## src/design/periodic_timer_bank_top_assert.svh

```systemverilog
// Assertion macros used by the top module of the timer bank.
`ifndef PERIODIC_TIMER_BANK_TOP_ASSERT_SVH
`define PERIODIC_TIMER_BANK_TOP_ASSERT_SVH

// A property that must hold at every clock edge out of reset.
`define PTB_ASSERT(lbl, prop, msg) \
  lbl: assert property (@(posedge clk_i) disable iff (!rst_ni) (prop)) else $error(msg);

// A condition that must be followed by another one in the next cycle.
`define PTB_ASSERT_NEXT(lbl, pre, post, msg) \
  lbl: assert property (@(posedge clk_i) disable iff (!rst_ni) (pre) |=> (post)) \
    else $error(msg);

`endif

```

## src/design/ptb_pkg.sv

```systemverilog
// Package with the field widths, command codes and shared types of the timer bank.
package ptb_pkg;

  localparam int CmdW    = 2;
  localparam int SlotW   = 4;
  localparam int PeriodW = 16;
  localparam int MaskW   = 16;

  typedef enum logic [CmdW-1:0] {
    CmdAdd    = 2'd0,
    CmdRemove = 2'd1,
    CmdTick   = 2'd2
  } cmd_e;

  // Command context handed to the update unit for the slot at the ring head.
  typedef struct packed {
    logic [CmdW-1:0] cmd;
    logic            match;
  } ptb_ctrl_t;

  // What the update unit reports for the slot at the ring head.
  typedef struct packed {
    logic ok;
    logic expired;
  } ptb_stat_t;

endpackage

```

## src/design/ptb_if.sv

```systemverilog
// Valid/ready channel interfaces for the command words and the result words.
interface ptb_in_if;
  import ptb_pkg::*;

  logic               valid;
  logic               ready;
  logic [CmdW-1:0]    cmd;
  logic [SlotW-1:0]   slot;
  logic [PeriodW-1:0] period;

  modport source (output valid, output cmd, output slot, output period, input ready);
  modport sink   (input valid, input cmd, input slot, input period, output ready);
endinterface

interface ptb_out_if;
  import ptb_pkg::*;

  logic             valid;
  logic             ready;
  logic             ok;
  logic [MaskW-1:0] expired_mask;

  modport source (output valid, output ok, output expired_mask, input ready);
  modport sink   (input valid, input ok, input expired_mask, output ready);
endinterface

```

## src/design/periodic_timer_bank_top.sv

```systemverilog
// Top level of the periodic timer bank: ring of timer cells, sequencer and result register.
//
// The bank holds NUM_TIMERS periodic countdown timers in a ring of cells. Every command
// word (add, remove or tick) is served by one full turn of the ring: on each step of
// the turn the timer at the ring head passes through a single update unit and moves on
// to the tail, so after the turn every timer is back in its own cell. A command word is
// taken only when no turn is running, so the next word waits until the ring turn of the
// last one is through, since all timers share the single update unit. The result word
// is held in an output register; a new command is taken while a result still waits,
// but its turn does not finish until that result has left. Add arms an idle slot (a
// zero period counts as one) and returns ok; remove disarms an armed slot and returns
// ok; a tick counts down every armed timer, reloads the ones that reach zero and flags
// them in expired_mask (slots sixteen and above are not shown). All timers are idle
// after reset, with no start-up pass.
module periodic_timer_bank_top #(
  parameter int NUM_TIMERS  = 16,
  parameter int COUNT_WIDTH = 16
) (
  input  logic            clk_i,
  input  logic            rst_ni,
  ptb_in_if.sink          in_i,
  ptb_out_if.source       out_o
);
  import ptb_pkg::*;

  `include "periodic_timer_bank_top_assert.svh"

  localparam int IdxW = (NUM_TIMERS > 1) ? $clog2(NUM_TIMERS) : 1;
  localparam int CmpW = (IdxW > SlotW) ? IdxW : SlotW;

  // Ring storage, one cell per timer.
  logic                   cell_active    [NUM_TIMERS];
  logic [COUNT_WIDTH-1:0] cell_period    [NUM_TIMERS];
  logic [COUNT_WIDTH-1:0] cell_remaining [NUM_TIMERS];

  // Update unit outputs, fed back into the tail cell.
  logic                   head_active;
  logic [COUNT_WIDTH-1:0] head_period;
  logic [COUNT_WIDTH-1:0] head_remaining;
  ptb_ctrl_t              ctrl;
  ptb_stat_t              stat;

  // Sequencer and the latched command word.
  logic               busy_q, busy_d;
  logic [IdxW-1:0]    step_q, step_d;
  logic [CmdW-1:0]    cmd_q;
  logic [SlotW-1:0]   slot_q;
  logic [PeriodW-1:0] period_q;
  logic               last_step;
  logic               advance;
  logic               accept;

  // Running result of the current turn and the output register.
  logic             acc_ok_q, acc_ok_d;
  logic [MaskW-1:0] acc_mask_q, acc_mask_d;
  logic             out_valid_q, out_valid_d;
  logic             out_ok_q;
  logic [MaskW-1:0] out_mask_q;

  assign accept    = in_i.valid && in_i.ready;
  assign in_i.ready = !busy_q;
  assign last_step = (step_q == IdxW'(NUM_TIMERS - 1));

  // The final step of a turn writes the output register, so it waits until that
  // register is free or is being emptied in this cycle.
  assign advance = busy_q && (!last_step || !out_valid_q || out_o.ready);

  // The timer at the head of the ring during step k is slot k.
  assign ctrl.cmd   = cmd_q;
  assign ctrl.match = (CmpW'(slot_q) == CmpW'(step_q));

  ptb_head #(
    .COUNT_WIDTH (COUNT_WIDTH)
  ) u_head (
    .ctrl_i       (ctrl),
    .new_period_i (period_q),
    .active_i     (cell_active[0]),
    .period_i     (cell_period[0]),
    .remaining_i  (cell_remaining[0]),
    .active_o     (head_active),
    .period_o     (head_period),
    .remaining_o  (head_remaining),
    .stat_o       (stat)
  );

  // Each cell takes the contents of its neighbor; the tail takes the updated head.
  for (genvar i = 0; i < NUM_TIMERS; i++) begin : g_cell
    logic                   nxt_active;
    logic [COUNT_WIDTH-1:0] nxt_period;
    logic [COUNT_WIDTH-1:0] nxt_remaining;

    if (i == NUM_TIMERS - 1) begin : g_tail
      assign nxt_active    = head_active;
      assign nxt_period    = head_period;
      assign nxt_remaining = head_remaining;
    end else begin : g_body
      assign nxt_active    = cell_active[i+1];
      assign nxt_period    = cell_period[i+1];
      assign nxt_remaining = cell_remaining[i+1];
    end

    ptb_cell #(
      .COUNT_WIDTH (COUNT_WIDTH)
    ) u_cell (
      .clk_i       (clk_i),
      .rst_ni      (rst_ni),
      .shift_i     (advance),
      .active_i    (nxt_active),
      .period_i    (nxt_period),
      .remaining_i (nxt_remaining),
      .active_o    (cell_active[i]),
      .period_o    (cell_period[i]),
      .remaining_o (cell_remaining[i])
    );
  end

  always_comb begin
    busy_d      = busy_q;
    step_d      = step_q;
    acc_ok_d    = acc_ok_q;
    acc_mask_d  = acc_mask_q;
    out_valid_d = out_valid_q;
    if (out_valid_q && out_o.ready) begin
      out_valid_d = 1'b0;
    end
    if (accept) begin
      busy_d     = 1'b1;
      step_d     = '0;
      acc_ok_d   = 1'b0;
      acc_mask_d = '0;
    end else if (advance) begin
      // Expiry bits of slots beyond the mask width shift out and are dropped.
      acc_ok_d   = acc_ok_q | stat.ok;
      acc_mask_d = acc_mask_q | (MaskW'(stat.expired) << step_q);
      if (last_step) begin
        busy_d      = 1'b0;
        step_d      = '0;
        out_valid_d = 1'b1;
      end else begin
        step_d = step_q + IdxW'(1);
      end
    end
  end

  always_ff @(posedge clk_i or negedge rst_ni) begin
    if (!rst_ni) begin
      busy_q      <= 1'b0;
      step_q      <= '0;
      out_valid_q <= 1'b0;
    end else begin
      busy_q      <= busy_d;
      step_q      <= step_d;
      out_valid_q <= out_valid_d;
    end
  end

  always_ff @(posedge clk_i) begin
    acc_ok_q   <= acc_ok_d;
    acc_mask_q <= acc_mask_d;
    if (accept) begin
      cmd_q    <= in_i.cmd;
      slot_q   <= in_i.slot;
      period_q <= in_i.period;
    end
    if (advance && last_step) begin
      out_ok_q   <= acc_ok_d;
      out_mask_q <= acc_mask_d;
    end
  end

  assign out_o.valid        = out_valid_q;
  assign out_o.ok           = out_ok_q;
  assign out_o.expired_mask = out_mask_q;

  // A taken command word always starts a ring turn.
  `PTB_ASSERT_NEXT(a_accept_starts_turn, accept, busy_q && (step_q == '0), "turn did not start")

  // A result only appears at the end of a ring turn.
  `PTB_ASSERT(a_result_from_turn, $rose(out_valid_q) |-> $past(busy_q && last_step), "stray result")

  // The step counter rests at zero between turns.
  `PTB_ASSERT(a_step_idle_zero, !busy_q |-> (step_q == '0), "step counter not at rest")

  // A result word never reports success and expiries together.
  `PTB_ASSERT(a_ok_xor_mask, out_valid_q |-> !(out_ok_q && (out_mask_q != '0)), "ok with expiries")

endmodule

```

## src/design/ptb_cell.sv

```systemverilog
// One ring cell that holds the state of a single timer and passes it on when the ring turns.
module ptb_cell #(
  parameter int COUNT_WIDTH = 16
) (
  input  logic                   clk_i,
  input  logic                   rst_ni,
  input  logic                   shift_i,
  input  logic                   active_i,
  input  logic [COUNT_WIDTH-1:0] period_i,
  input  logic [COUNT_WIDTH-1:0] remaining_i,
  output logic                   active_o,
  output logic [COUNT_WIDTH-1:0] period_o,
  output logic [COUNT_WIDTH-1:0] remaining_o
);

  logic                   active_q;
  logic [COUNT_WIDTH-1:0] period_q;
  logic [COUNT_WIDTH-1:0] remaining_q;

  // Only the armed flag needs a reset; the counts are written by an add first.
  always_ff @(posedge clk_i or negedge rst_ni) begin
    if (!rst_ni) begin
      active_q <= 1'b0;
    end else if (shift_i) begin
      active_q <= active_i;
    end
  end

  always_ff @(posedge clk_i) begin
    if (shift_i) begin
      period_q    <= period_i;
      remaining_q <= remaining_i;
    end
  end

  assign active_o    = active_q;
  assign period_o    = period_q;
  assign remaining_o = remaining_q;

endmodule

```

## src/design/ptb_head.sv

```systemverilog
// Update unit that applies the current command to the timer at the head of the ring.
module ptb_head #(
  parameter int COUNT_WIDTH = 16
) (
  input  ptb_pkg::ptb_ctrl_t              ctrl_i,
  input  logic [ptb_pkg::PeriodW-1:0]     new_period_i,
  input  logic                            active_i,
  input  logic [COUNT_WIDTH-1:0]          period_i,
  input  logic [COUNT_WIDTH-1:0]          remaining_i,
  output logic                            active_o,
  output logic [COUNT_WIDTH-1:0]          period_o,
  output logic [COUNT_WIDTH-1:0]          remaining_o,
  output ptb_pkg::ptb_stat_t              stat_o
);
  import ptb_pkg::*;

  logic [COUNT_WIDTH-1:0] load_val;
  logic [COUNT_WIDTH-1:0] dec_val;

  // A zero period behaves as a period of one tick.
  always_comb begin
    load_val = COUNT_WIDTH'(new_period_i);
    if (load_val == '0) begin
      load_val = COUNT_WIDTH'(1);
    end
  end

  assign dec_val = remaining_i - COUNT_WIDTH'(1);

  always_comb begin
    active_o       = active_i;
    period_o       = period_i;
    remaining_o    = remaining_i;
    stat_o.ok      = 1'b0;
    stat_o.expired = 1'b0;
    case (ctrl_i.cmd)
      CmdAdd: begin
        if (ctrl_i.match && !active_i) begin
          active_o    = 1'b1;
          period_o    = load_val;
          remaining_o = load_val;
          stat_o.ok   = 1'b1;
        end
      end
      CmdRemove: begin
        if (ctrl_i.match && active_i) begin
          active_o  = 1'b0;
          stat_o.ok = 1'b1;
        end
      end
      CmdTick: begin
        if (active_i) begin
          if (dec_val == '0) begin
            remaining_o    = period_i;
            stat_o.expired = 1'b1;
          end else begin
            remaining_o = dec_val;
          end
        end
      end
      default: begin
      end
    endcase
  end

endmodule
```

## src/flat_wrapper.sv

```systemverilog
// flat-port wrapper written by rule: the top's interface ports become plain ports
module periodic_timer_bank_top_flat import ptb_pkg::*;
#(
  parameter int NUM_TIMERS  = 16,
  parameter int COUNT_WIDTH = 16
)
  (clk_i, rst_ni, in_i_valid, in_i_cmd, in_i_slot, in_i_period, in_i_ready, out_o_valid, out_o_ok, out_o_expired_mask, out_o_ready);
  ptb_in_if in_i_i ();
  ptb_out_if out_o_i ();
  input  logic clk_i;
  input  logic rst_ni;
  input wire logic [$bits(in_i_i.valid)-1:0] in_i_valid;
  input wire logic [$bits(in_i_i.cmd)-1:0] in_i_cmd;
  input wire logic [$bits(in_i_i.slot)-1:0] in_i_slot;
  input wire logic [$bits(in_i_i.period)-1:0] in_i_period;
  output wire logic [$bits(in_i_i.ready)-1:0] in_i_ready;
  output wire logic [$bits(out_o_i.valid)-1:0] out_o_valid;
  output wire logic [$bits(out_o_i.ok)-1:0] out_o_ok;
  output wire logic [$bits(out_o_i.expired_mask)-1:0] out_o_expired_mask;
  input wire logic [$bits(out_o_i.ready)-1:0] out_o_ready;
  assign in_i_i.valid = in_i_valid;
  assign in_i_i.cmd = in_i_cmd;
  assign in_i_i.slot = in_i_slot;
  assign in_i_i.period = in_i_period;
  assign in_i_ready = in_i_i.ready;
  assign out_o_valid = out_o_i.valid;
  assign out_o_ok = out_o_i.ok;
  assign out_o_expired_mask = out_o_i.expired_mask;
  assign out_o_i.ready = out_o_ready;
  periodic_timer_bank_top #(.NUM_TIMERS(NUM_TIMERS), .COUNT_WIDTH(COUNT_WIDTH)) u_core (.clk_i(clk_i), .rst_ni(rst_ni), .in_i(in_i_i), .out_o(out_o_i));
endmodule
```

## config.mk

```make
export PLATFORM = sky130hd
export DESIGN_NAME = periodic_timer_bank_top_flat
export DESIGN_NICKNAME = d
export VERILOG_FILES = /design/src/design/ptb_pkg.sv /design/src/design/ptb_if.sv /design/src/design/periodic_timer_bank_top.sv /design/src/design/ptb_cell.sv /design/src/design/ptb_head.sv /design/src/flat_wrapper.sv
export VERILOG_INCLUDE_DIRS = /design/src /design/src/design
export SDC_FILE = /design/constraint.sdc
export NUM_CORES = 1
export LEC_CHECK = 0
export BUFFER_PORTS_ARGS = -buffer_cell sky130_fd_sc_hd__buf_4
export CELL_PAD_IN_SITES_DETAIL_PLACEMENT = 0
export CELL_PAD_IN_SITES_GLOBAL_PLACEMENT = 1
export CORE_AREA = 2 2 201 203
export DETAILED_ROUTE_END_ITERATION = 12
export DIE_AREA = 0 0 203 205
export PLACE_DENSITY_LB_ADDON = 0.1
export SLEW_MARGIN = 20
export SYNTH_ARGS = -nofsm -noshare
export SYNTH_HDL_FRONTEND = slang
export SYNTH_SLANG_ARGS = --single-unit
```

## constraint.sdc

```tcl
create_clock -name clk_i -period 19.5 [get_ports clk_i]
set_clock_uncertainty 0.2 [all_clocks]
set_input_delay 5.85 -clock clk_i [delete_from_list [all_inputs] [get_ports clk_i]]
set_output_delay 5.85 -clock clk_i [all_outputs]
set_load 0.02 [all_outputs]
```

==> metrics.yaml, run 1 <==
drtIter0Drc: 748
r2r_cells: 7
timing.fmax_mhz: 123
outcome: "complete, no violations"
cp.required_ps: 19500
switchingPower_uw: 866
synth-compound-area-share_pct: 3.51
drv_slew: 0
grt_pass1_wl_mm: 46.1
first_pass_iters: 5
cts_tree: "built"
r2r-end: "u_core.g_cell[7].u_cell.period_o[0]$_DFFE_PP_"
grt_util_all_layers_pct: 14.6
portBuffers: 44
slew-limit-headroom_pct: 27.7
critPathMaxFanout: 199
grt_overflow: 0
peakVddDrop_uv: 108
synth_warnings: 0
vias: 8225
synth_nets: 983
synthMuxAreaShare_pct: 0.109
routedWlPerCell_um: 18.4
place_congestion: 0.810
antenna_cells: 0
syn_area_mm2: 0.0195
setup.worst_path.start_class: "primary input"
crit_path_end: "u_core.g_cell[7].u_cell.period_o[0]$_DFFE_PP_"
cts_setup_buffers: 0
dp_hpwl_mm: 16.3
cts_sinks: 590
placementRows: 73
first_global_vias: 8082
r2r_start: "u_core.step_q[0]$_DFFE_PN0P_"
ctsResizeCount: 0
core_mm2: 0.0394
nets: 1068
worstSetupPathType: "in2reg"
rsz0062_at_grt: "no"
syn_area_per_cell_um2: 20.4
start_util_pct: 49.5
cts_buffers: 58
ys_ff_latch: 590
drc_errors: 0
grt_start_max_net_pins: 200
fp.dieW_um: 203
fillCellCount: 2970
synthArstFlopShare_pct: 3.73
fp.dieH_um: 205
synth_adder_area_share_pct: 0.193
io_pins: 45
holdCritPathClass: "reg2reg"
p_clk_share_pct: 28.8
leakage_nw: 7.30
postRouteAntennaNets: 0
switching_share_pct: 23.7
final-hold-violation-count: 0
finalWirelength_mm: 29.6
antenna_found_initial: 0
syn_to_final_growth_pct: 14.1
drive_gt1_share_pct: 14.7
fin_crit_sh_pct: 41.8
r2r_setup_slack_ps: 15710
hold_ws_ps: 213
cp-end-kind: "register"
min_from: "u_core.g_cell[4].u_cell.remaining_o[11]$_DFFE_PP_"
seqPwrFrac_pct: 62.8
yosys.area_share.xor_xnor_pct: 0.404
synth_edf_count: 551
synth-main-ff-cell: "edfxtp_1"
synth_top_family_by_area: "simple AND/OR/NAND/NOR gates"
comb_power_share_pct: 8.4
worst_pin_slew_ps: 1080
clk_latency_ps: 590
clockBufferDepth: 3
viasPerCell: 5.11
power_density_mw_per_mm2: 164
synth.distinct_cells: 63
ys_seq_area_share_pct: 89.5
htreeDepth: 2
max_cap_violations: 0
die_area_mm2: 0.0416
internal-power_mw: 2.79
clk_pin_slew_ps: 60
arrival_ps: 8140
cp-startpoint: "out_o_ready"
hold_depth: 0
cts_root_buffer: "clkbuf_16"
tns_ps: 0
setup_violations: 0
finalCriticalPeriod_ps: 8140
cts_hold_buf: 0
synthCells: 954
synthSimpleGateAreaFrac_pct: 5.36
-- critical path: stages --
cell,delay (ps)
buf_4,80
nor2b_1,40
and2_1,160
nand2b_1,140
buf_4,210
inv_8,640
buf_12,660
-- metrics by stage --
stage                     setup slack [ps]  total power [mW]  instances  instance area [um^2]  util [%]
after global routing                 11180              3.84       1610                 22200      56.5
after CTS                            11340              3.70       1610                 22200      56.5
after global placement               10760              2.61       1504                 20400      51.9
final                                11360              3.65       1610                 22200      56.5
after detailed placement             10720              2.62       1504                 20400      51.9
after floorplan                       5770              2.53        954                 19500         -
-- area by class of cell --
type	instances	area (um^2)	area share (%)
Inverter	16	67.6	0.304
Clock inverter	33	297	1.33
Multi-Input combinational cell	323	1870	8.40
Timing Repair Buffer	50	400	1.80
Clock buffer	73	1510	6.78
Sequential cell	590	17400	78.4
Tap cell	525	657	2.95
-- metal layers --
| layer | part of all wire (%) | up-vias | GRT usage [%] | wire, um |
|---|---|---|---|---|
| met4 | 2.3 | 0 | 5.03 | 691 |
| met1 | 49 | 4149 | 22.1 | 14600 |
| met3 | 5.0 | 52 | 4.01 | 1480 |
| li1 | - | 3861 | - | - |
| met5 | 0 | - | 0 | 0 |
| met2 | 44 | 163 | 20.5 | 12900 |
-- placed cells by master, fill, tap and decap left out, types with 3 or more instances in the layout --
master,netlist,final
o21ai_0,22,22
edfxtp_1,551,551
inv_1,15,15
buf_4,1,48
a221oi_1,5,5
dfrtp_1,22,22
xnor2_1,7,7
and3_1,5,5
and2_1,6,6
nor3_1,7,7
nor4_1,7,7
or3_1,4,4
dfxtp_1,17,17
nor2_1,26,26
ha_1,3,3
nand4_1,8,8
a31oi_1,4,4
clkinv_1,1,12
clkbuf_1,16,15
clkinv_2,0,12
and4_1,3,3
o21ai_2,18,18
nand2_1,112,112
nand3_1,13,13
o31ai_1,9,9
nor2b_1,5,5
bufinv_16,0,5
a21oi_1,8,8
clkbuf_16,0,58
-- power by group through the flow --
stage               Sequential, mW  Combinational (mW)  Clock (mW)
floorplan                     2.29               0.236           0
global placement              2.30               0.310           0
detailed placement            2.31               0.314           0
CTS                           2.30               0.314        1.09
global route                  2.35               0.349        1.14
finish                        2.29               0.306        1.05
-- sequential cells by signal, summed over array words and instances (netlist names) --
signal and cells:
u_core.g_cell.u_cell.period_o 256, u_core.g_cell.u_cell.remaining_o 256, u_core.acc_mask_q 16, u_core.g_cell.u_cell.active_o 16, u_core.out_o.expired_mask 16, u_core.period_q 16
u_core.slot_q 4, u_core.step_q 4, u_core.cmd_q 2, u_core.acc_ok_q 1, u_core.busy_q 1, u_core.out_o.ok 1
u_core.out_o.valid 1
-- worst min-delay path by stage --
stage	to	slack (ps)
after floorplan	u_core.g_cell[0].u_cell.period_o[0]$_DFFE_PP_	200
after global placement	u_core.g_cell[8].u_cell.remaining_o[9]$_DFFE_PP_	200
after detailed placement	u_core.g_cell[11].u_cell.remaining_o[9]$_DFFE_PP_	200
after CTS	u_core.g_cell[14].u_cell.remaining_o[3]$_DFFE_PP_	210
after global routing	u_core.g_cell[10].u_cell.remaining_o[2]$_DFFE_PP_	210
final	u_core.g_cell[3].u_cell.remaining_o[11]$_DFFE_PP_	210
-- logic make-up after synthesis --
logic type | Yosys count
AO/OA/AOI/OAI | 94
XOR/XNOR | 9
adder cells (fa/ha/maj) | 3
buffers and inverters | 41
flip-flops | 590
multiplexers | 2
AND/OR/NAND/NOR | 215
-- synthesized netlist by cell type (8+ instances only) --
cell type	n	area [um^2]
edfxtp_1	551	16500
nand2_1	112	420
nor2_1	26	97.6
dfrtp_1	22	551
o21ai_0	22	110
o21ai_2	18	158
dfxtp_1	17	340
clkbuf_1	16	60.1
inv_1	15	56.3
nand3_1	13	65.1
o31ai_1	9	67.6
a21oi_1	8	40.0
nand4_1	8	50.1
Note: power is estimated with default switching activity, not from simulation.
==> run 2, diff against run 1 <==
--- a/config.mk
+++ b/config.mk
@@ -6,12 +6,13 @@
 export SDC_FILE = /design/constraint.sdc
 export NUM_CORES = 1
 export LEC_CHECK = 0
+export ABC_AREA = 1
 export BUFFER_PORTS_ARGS = -buffer_cell sky130_fd_sc_hd__buf_4
 export CELL_PAD_IN_SITES_DETAIL_PLACEMENT = 0
 export CELL_PAD_IN_SITES_GLOBAL_PLACEMENT = 1
-export CORE_AREA = 2 2 201 203
+export CORE_AREA = 2 2 205 207
 export DETAILED_ROUTE_END_ITERATION = 12
-export DIE_AREA = 0 0 203 205
+export DIE_AREA = 0 0 207 209
 export PLACE_DENSITY_LB_ADDON = 0.1
 export SLEW_MARGIN = 20
 export SYNTH_ARGS = -nofsm -noshare
==> constraint.sdc (replaced) <==
create_clock -name clk_i -period 7.3 [get_ports clk_i]
set_clock_uncertainty 0.2 [all_clocks]
set_input_delay 2.19 -clock clk_i [delete_from_list [all_inputs] [get_ports clk_i]]
set_output_delay 2.19 -clock clk_i [all_outputs]
set_load 0.02 [all_outputs]
==> metrics.yaml, run 2 <==
outcome: "complete, no violations"  # unchanged
cp-end-kind: "register"  # unchanged
yosysTopAreaCell: "edfxtp_1"  # unchanged
synthMuxAreaShare_pct: 0.0575  # was 0.109%
synth-compound-area-share_pct: 2.28  # was 3.51%
ys_ff_latch: 590  # unchanged
layout_common_cells: "551 x edfxtp_1, 174 x nand2_1, 59 x nor2_1"  # was 551 x edfxtp_1, 112 x nand2_1, 58 x clkbuf_16
grt_start_max_net_pins: 199  # was 200
place_congestion: 0.765  # was 0.810
yosysMostFrequentCell: "edfxtp_1"  # unchanged
grt_util_all_layers_pct: 14.3  # was 14.6%
ys_top_cells_by_count: "551 x edfxtp_1, 174 x nand2_1, 60 x nor2_1"  # was 551 x edfxtp_1, 112 x nand2_1, 26 x nor2_1
placementRows: 75  # was 73
timing.fmax_mhz: 220
cts_tree: "built"  # unchanged
cts_setup_buffers: 0  # unchanged
yosys.area_share.xor_xnor_pct: 0.268  # was 0.404%
drc_errors: 0  # unchanged
critPathMaxFanout: 27  # was 199
drtIter0Drc: 768  # was 748
start_util_pct: 47.4  # was 49.5%
switching_share_pct: 25.3  # was 23.7%
fin_crit_sh_pct: 62.2
internal-power_mw: 7.69  # was 2.79 mW
setup_violations: 0  # unchanged
first_pass_iters: 5  # unchanged
syn_area_mm2: 0.0196  # was 0.0195 mm^2
max_cap_violations: 0  # unchanged
die_area_mm2: 0.0433  # was 0.0416 mm^2
holdCritPathClass: "reg2reg"  # unchanged
drive_gt1_share_pct: 12.1  # was 14.7%
nets: 1175  # was 1068
synth_warnings: 0  # unchanged
utilization_pct: 54.1  # was 56.5%
synth_edf_count: 551  # unchanged
worst_pin_slew_ps: 1010  # was 1080 ps
synth_nets: 1084  # was 983
synth.top_cell.area_share_pct: 84.5  # was 84.9%
ys_seq_area_share_pct: 89.1  # was 89.5%
arrival_ps: 4760  # was 8140 ps
slew-limit-headroom_pct: 33.0  # was 27.7%
grt_pass1_wl_mm: 47.3  # was 46.1 mm
finalWirelength_mm: 30.6  # was 29.6 mm
cp.required_ps: 7520  # was 19500 ps
final-hold-violation-count: 0  # unchanged
switchingPower_mw: 2.61  # was 866 uW
setup.worst_path.start_class: "primary input"  # unchanged
first_global_vias: 8284  # was 8082
peakVddDrop_uv: 241  # was 108 uV
synth_top_family_by_area: "simple AND/OR/NAND/NOR gates"  # unchanged
fp.dieW_um: 207  # was 203 um
routedWlPerCell_um: 17.7  # was 18.4 um
ctsResizeCount: 0  # unchanged
grt_overflow: 0  # unchanged
antenna_found_initial: 0  # unchanged
viasPerCell: 4.97  # was 5.11
syn_area_per_cell_um2: 18.6  # was 20.4 um^2
synth.distinct_cells: 39  # was 63
io_pins: 45  # unchanged
cts_sinks: 590  # unchanged
comb_power_share_pct: 11.2  # was 8.4%
synthCells: 1055  # was 954
antenna_cells: 0  # unchanged
cts_root_buffer: "clkbuf_16"  # unchanged
leakage_nw: 8.01  # was 7.30 nW
p_clk_share_pct: 26.0  # was 28.8%
synth_area_leaders: "edfxtp_1 85%, nand2_1 3.3%, dfrtp_1 2.8%, dfxtp_1 1.7%, nor2_1 1.2%"  # was edfxtp_1 85%, dfrtp_1 2.8%, nand2_1 2.2%, dfxtp_1 1.7%, o21ai_2 0.81%
cts_buffers: 57  # was 58
finalCriticalPeriod_ps: 4540
synthArstFlopShare_pct: 3.73  # unchanged
tns_ps: 0  # unchanged
worstSetupPathType: "in2reg"  # unchanged
vias: 8589  # was 8225
clockBufferDepth: 3  # unchanged
clk_pin_slew_ps: 60  # about the same
portBuffers: 44  # unchanged
htreeDepth: 2  # unchanged
cts_hold_buf: 0  # unchanged
fp.dieH_um: 209  # was 205 um
rsz0062_at_grt: "no"  # unchanged
core_mm2: 0.0413  # was 0.0394 mm^2
postRouteAntennaNets: 0  # unchanged
synthSimpleGateAreaFrac_pct: 6.56  # was 5.36%
seqPwrFrac_pct: 62.8  # about the same
clk_latency_ps: 580  # was 590 ps
synth-main-ff-cell: "edfxtp_1"  # unchanged
drv_slew: 0  # unchanged
final_common_cell: "edfxtp_1"  # unchanged
syn_to_final_growth_pct: 14.0  # was 14.1%
dp_hpwl_mm: 17.3  # was 16.3 mm
power_density_mw_per_mm2: 461  # was 164 mW/mm^2
synth_adder_area_share_pct: 0.192  # was 0.193%
p_total_mw: 10.3  # was 3.65 mW
run 2: cell count changes after synthesis, moves of 12 or more:
cell / change
o21ai_2: -18
nand2_1: +62
nand3_1: +15
nor2_1: +34
inv_1: +42
a21oi_1: +20
o21ai_1: +12
run 2: layout make-up:
class | instances | area [um^2]
fill | 3296 | 19000
clock inverter | 35 | 243
clock buffer | 67 | 1460
tap | 539 | 674
sequential | 590 | 17400
inverter | 60 | 225
multi-input combinational | 386 | 1850
timing repair buffer | 51 | 433
run 2: routing by layer:
layer | vias up | wire length, um | global-route usage, %
li1 | 4063 | - | -
met1 | 4309 | 15000 | 21.9
met2 | 163 | 13400 | 20.3
met3 | 54 | 1520 | 3.46
met4 | 0 | 698 | 4.61
met5 | - | 0 | 0
run 2: worst max-delay path: stages:
cell and delay (ps):
buf_4 80, nor2_1 60, a21oi_4 720, clkinv_1 730, nor2_1 630, nand3_1 150, a21oi_1 190
run 2: final timing paths:
path	from	slack [ps]	end	cells after the start
worst max-delay path	out_o_ready	2760	u_core.out_o.expired_mask[9]$_DFFE_PP_	7
worst min-delay path	u_core.g_cell[7].u_cell.period_o[13]$_DFFE_PP_	210	u_core.g_cell[6].u_cell.period_o[13]$_DFFE_PP_	0
worst max register to register	u_core.step_q[1]$_DFFE_PN0P_	3550	u_core.out_o.expired_mask[9]$_DFFE_PP_	8
worst min register to register	u_core.g_cell[7].u_cell.period_o[13]$_DFFE_PP_	210	u_core.g_cell[6].u_cell.period_o[13]$_DFFE_PP_	0
max in group asynchronous	rst_ni	5360	u_core.g_cell[9].u_cell.active_o$_DFFE_PN0P_	1
min in group asynchronous	rst_ni	1290	u_core.busy_q$_DFFE_PN0P_	1
run 2: power by group through the flow:
stage | Combinational [mW] | Sequential [mW] | Clock [mW]
after floorplan | 0.817 | 6.38 | 0
after global placement | 1.16 | 6.48 | 0
after detailed placement | 1.17 | 6.51 | 0
after CTS | 1.18 | 6.49 | 2.78
after global routing | 1.32 | 6.62 | 2.92
final | 1.15 | 6.46 | 2.68
run 2: per-stage QoR:
step,instances,worst slack [ps],area (um^2),hold slack [ps]
3_5_place_dp,1625,2090,20600,205
6_report,1728,2760,22300,214
2_1_floorplan,1055,412,19600,200
5_1_grt,1728,2380,22300,217
3_3_place_gp,1625,2160,20600,200
4_1_cts,1727,2750,22300,213
run 2: kinds of logic (layout without fill, tap and decap cells):
kind of cell / after synthesis / in the layout
compound gates: 79 / 79
xor+xnor: 6 / 6
fa+ha+maj: 3 / 3
buf+inv: 79 / 213
flops: 590 / 590
mux: 1 / 1
simple gates: 297 / 297
==> run 3, diff against run 2 <==
--- a/config.mk
+++ b/config.mk
@@ -10,9 +10,9 @@
 export BUFFER_PORTS_ARGS = -buffer_cell sky130_fd_sc_hd__buf_4
 export CELL_PAD_IN_SITES_DETAIL_PLACEMENT = 0
 export CELL_PAD_IN_SITES_GLOBAL_PLACEMENT = 1
-export CORE_AREA = 2 2 205 207
+export CORE_AREA = 2 2 201 203
 export DETAILED_ROUTE_END_ITERATION = 12
-export DIE_AREA = 0 0 207 209
+export DIE_AREA = 0 0 203 205
 export PLACE_DENSITY_LB_ADDON = 0.1
 export SLEW_MARGIN = 20
 export SYNTH_ARGS = -nofsm -noshare
==> constraint.sdc (replaced) <==
create_clock -name clk_i -period 4.2 [get_ports clk_i]
set_clock_uncertainty 0.2 [all_clocks]
set_input_delay 1.26 -clock clk_i [delete_from_list [all_inputs] [get_ports clk_i]]
set_output_delay 1.26 -clock clk_i [all_outputs]
set_load 0.02 [all_outputs]
==> metrics.yaml, run 3 (same netlist as run 2, synthesis figures left out) <==
outcome: "complete, no violations"  # unchanged
fp.dieH_um: 205  # was 209 um
start_util_pct: 49.7  # was 47.4%
switching_share_pct: 25.2  # was 25.3%
p_clk_share_pct: 28.0  # was 26.0%
leakage_nw: 8.16  # was 8.01 nW
fp.dieW_um: 203  # was 207 um
fillCellCount: 2973  # was 3296
clk_latency_ps: 610  # was 580 ps
grt_util_all_layers_pct: 15.2  # was 14.3%
drtIter0Drc: 730  # was 768
internal-power_mw: 13.8  # was 7.69 mW
first_global_vias: 8400  # was 8284
io_pins: 45  # unchanged
r2r_setup_slack_ps: 1220  # was 3550 ps
hold_ws_ps: 210  # was 214 ps
cts_sinks: 590  # unchanged
slew-limit-headroom_pct: 52.5  # was 33.0%
grt_pass1_wl_mm: 47.8  # was 47.3 mm
cts_hold_buf: 0  # unchanged
clockBufferDepth: 3  # unchanged
finalWirelength_mm: 31.0  # was 30.6 mm
core_mm2: 0.0394  # was 0.0413 mm^2
worst_pin_slew_ps: 713  # was 1010 ps
switchingPower_mw: 4.65  # was 2.61 mW
power_density_mw_per_mm2: 819  # was 461 mW/mm^2
worstSetupPathType: "reg2reg"  # was in2reg
holdCritPathClass: "reg2reg"  # unchanged
dp_hpwl_mm: 17.7  # was 17.3 mm
grt_overflow: 0  # unchanged
drc_errors: 0  # unchanged
die_area_mm2: 0.0416  # was 0.0433 mm^2
seqPwrFrac_pct: 60.7  # was 62.8%
fin_crit_sh_pct: 71.0
postRouteAntennaNets: 0  # unchanged
stdcell_count: 1723  # was 1728
routedWlPerCell_um: 18.0  # was 17.7 um
grt_start_max_net_pins: 114  # was 199
cts_root_buffer: "clkbuf_16"  # unchanged
final-hold-violation-count: 0  # unchanged
p_total_mw: 18.5  # was 10.3 mW
drive_gt1_share_pct: 13.2  # was 12.1%
placementRows: 73  # was 75
portBuffers: 44  # unchanged
rsz0062_at_grt: "no"  # unchanged
max_cap_violations: 0  # unchanged
cp.required_ps: 4350  # was 7520 ps
cts_tree: "built"  # unchanged
first_pass_iters: 5  # unchanged
comb_power_share_pct: 11.3  # was 11.2%
setup_violations: 0  # unchanged
syn_to_final_growth_pct: 15.4  # was 14.0%
place_congestion: 0.768  # was 0.765
antenna_cells: 0  # unchanged
htreeDepth: 2  # unchanged
tns_ps: 0  # unchanged
setup.worst_path.start_class: "register"  # was primary input
cts_buffers: 56  # was 57
clk_pin_slew_ps: 60  # about the same
vias: 8590  # was 8589
place_inst: 1620  # was 1625
final_common_cell: "edfxtp_1"  # unchanged
final_area_mm2: 0.0226  # was 0.0223 mm^2
finalCriticalPeriod_ps: 2980
antenna_found_initial: 0  # unchanged
timing.fmax_mhz: 336
nets: 1182  # was 1175
drv_slew: 0  # unchanged
layout_common_cells: "551 x edfxtp_1, 174 x nand2_1, 59 x nor2_1"  # unchanged
multiInputGateArea_mm2: 0.00185  # unchanged
arrival_ps: 3130  # was 4760 ps
seq_area_mm2: 0.0174  # unchanged
dpl_cell_area_mm2: 0.0207  # was 0.0206 mm^2
viasPerCell: 4.99  # was 4.97
critPathMaxFanout: 19  # was 27
cts_setup_buffers: 0  # unchanged
ctsResizeCount: 0  # unchanged
cp-end-kind: "register"  # unchanged
peakVddDrop_uv: 468  # was 241 uV
==> run 3: path summary, 6_finish.rpt <==
path | end | depth (start not counted) | startpoint
min in group asynchronous | u_core.out_o.valid$_DFF_PN0_ | 1 | rst_ni
max reg2reg | u_core.g_cell[15].u_cell.remaining_o[1]$_DFFE_PP_ | 14 | u_core.g_cell[0].u_cell.remaining_o[6]$_DFFE_PP_
max | u_core.g_cell[15].u_cell.remaining_o[1]$_DFFE_PP_ | 14 | u_core.g_cell[0].u_cell.remaining_o[6]$_DFFE_PP_
min | u_core.g_cell[13].u_cell.period_o[12]$_DFFE_PP_ | 0 | u_core.g_cell[14].u_cell.period_o[12]$_DFFE_PP_
min reg2reg | u_core.g_cell[13].u_cell.period_o[12]$_DFFE_PP_ | 0 | u_core.g_cell[14].u_cell.period_o[12]$_DFFE_PP_
max in group asynchronous | u_core.g_cell[4].u_cell.active_o$_DFFE_PN0P_ | 1 | rst_ni
==> run 3: final cells by class <==
cell class / instances / share of cell area [%]
Multi-Input combinational cell: 386 / 8.17
Clock buffer: 67 / 6.48
Inverter: 60 / 0.997
Tap cell: 525 / 2.91
Timing Repair Buffer: 59 / 2.24
Clock inverter: 36 / 2.02
Sequential cell: 590 / 77.2
==> run 3: layer usage <==
layer / global-route usage (%) / share of wire [%] / wire length, um / vias to the layer above
met2: 21.5 / 43 / 13300 / 185
met1: 22.9 / 50 / 15400 / 4255
met3: 3.17 / 4.0 / 1230 / 69
met4: 7.04 / 3.5 / 1090 / 0
met5: 0 / 0 / 0 / -
li1: - / - / - / 4081
==> run 3: power groups by stage <==
| stage | Sequential, mW | Combinational [mW] | Clock, mW |
|---|---|---|---|
| after detailed placement | 11.3 | 2.13 | 0 |
| final | 11.2 | 2.08 | 5.18 |
| after CTS | 11.3 | 2.13 | 5.37 |
| after floorplan | 10.9 | 1.43 | 0 |
| after global routing | 11.5 | 2.36 | 5.58 |
| after global placement | 11.3 | 2.11 | 0 |
==> run 3: worst max-delay path, stage by stage (launching register included) <==
cell and delay, ps:
edfxtp_1 530, nor2_1 270, nand2_1 150, nor2_4 140, nand2_1 60, nand2_1 70, nand2_1 70, nor2_1 160
nand2_1 110, nor2_4 150, nand2_4 170, inv_2 270, o21ai_1 100, o21ai_1 160, nand2_1 70
==> run 3: per-stage QoR <==
| stage | worst slack (ps) | util [%] |
|---|---|---|
| final | 1220 | 57.4 |
| after global routing | 941 | 57.4 |
| after CTS | 1210 | 57.4 |
| after detailed placement | 999 | 52.5 |
| after global placement | 1030 | 52.5 |
| after floorplan | 651 | - |
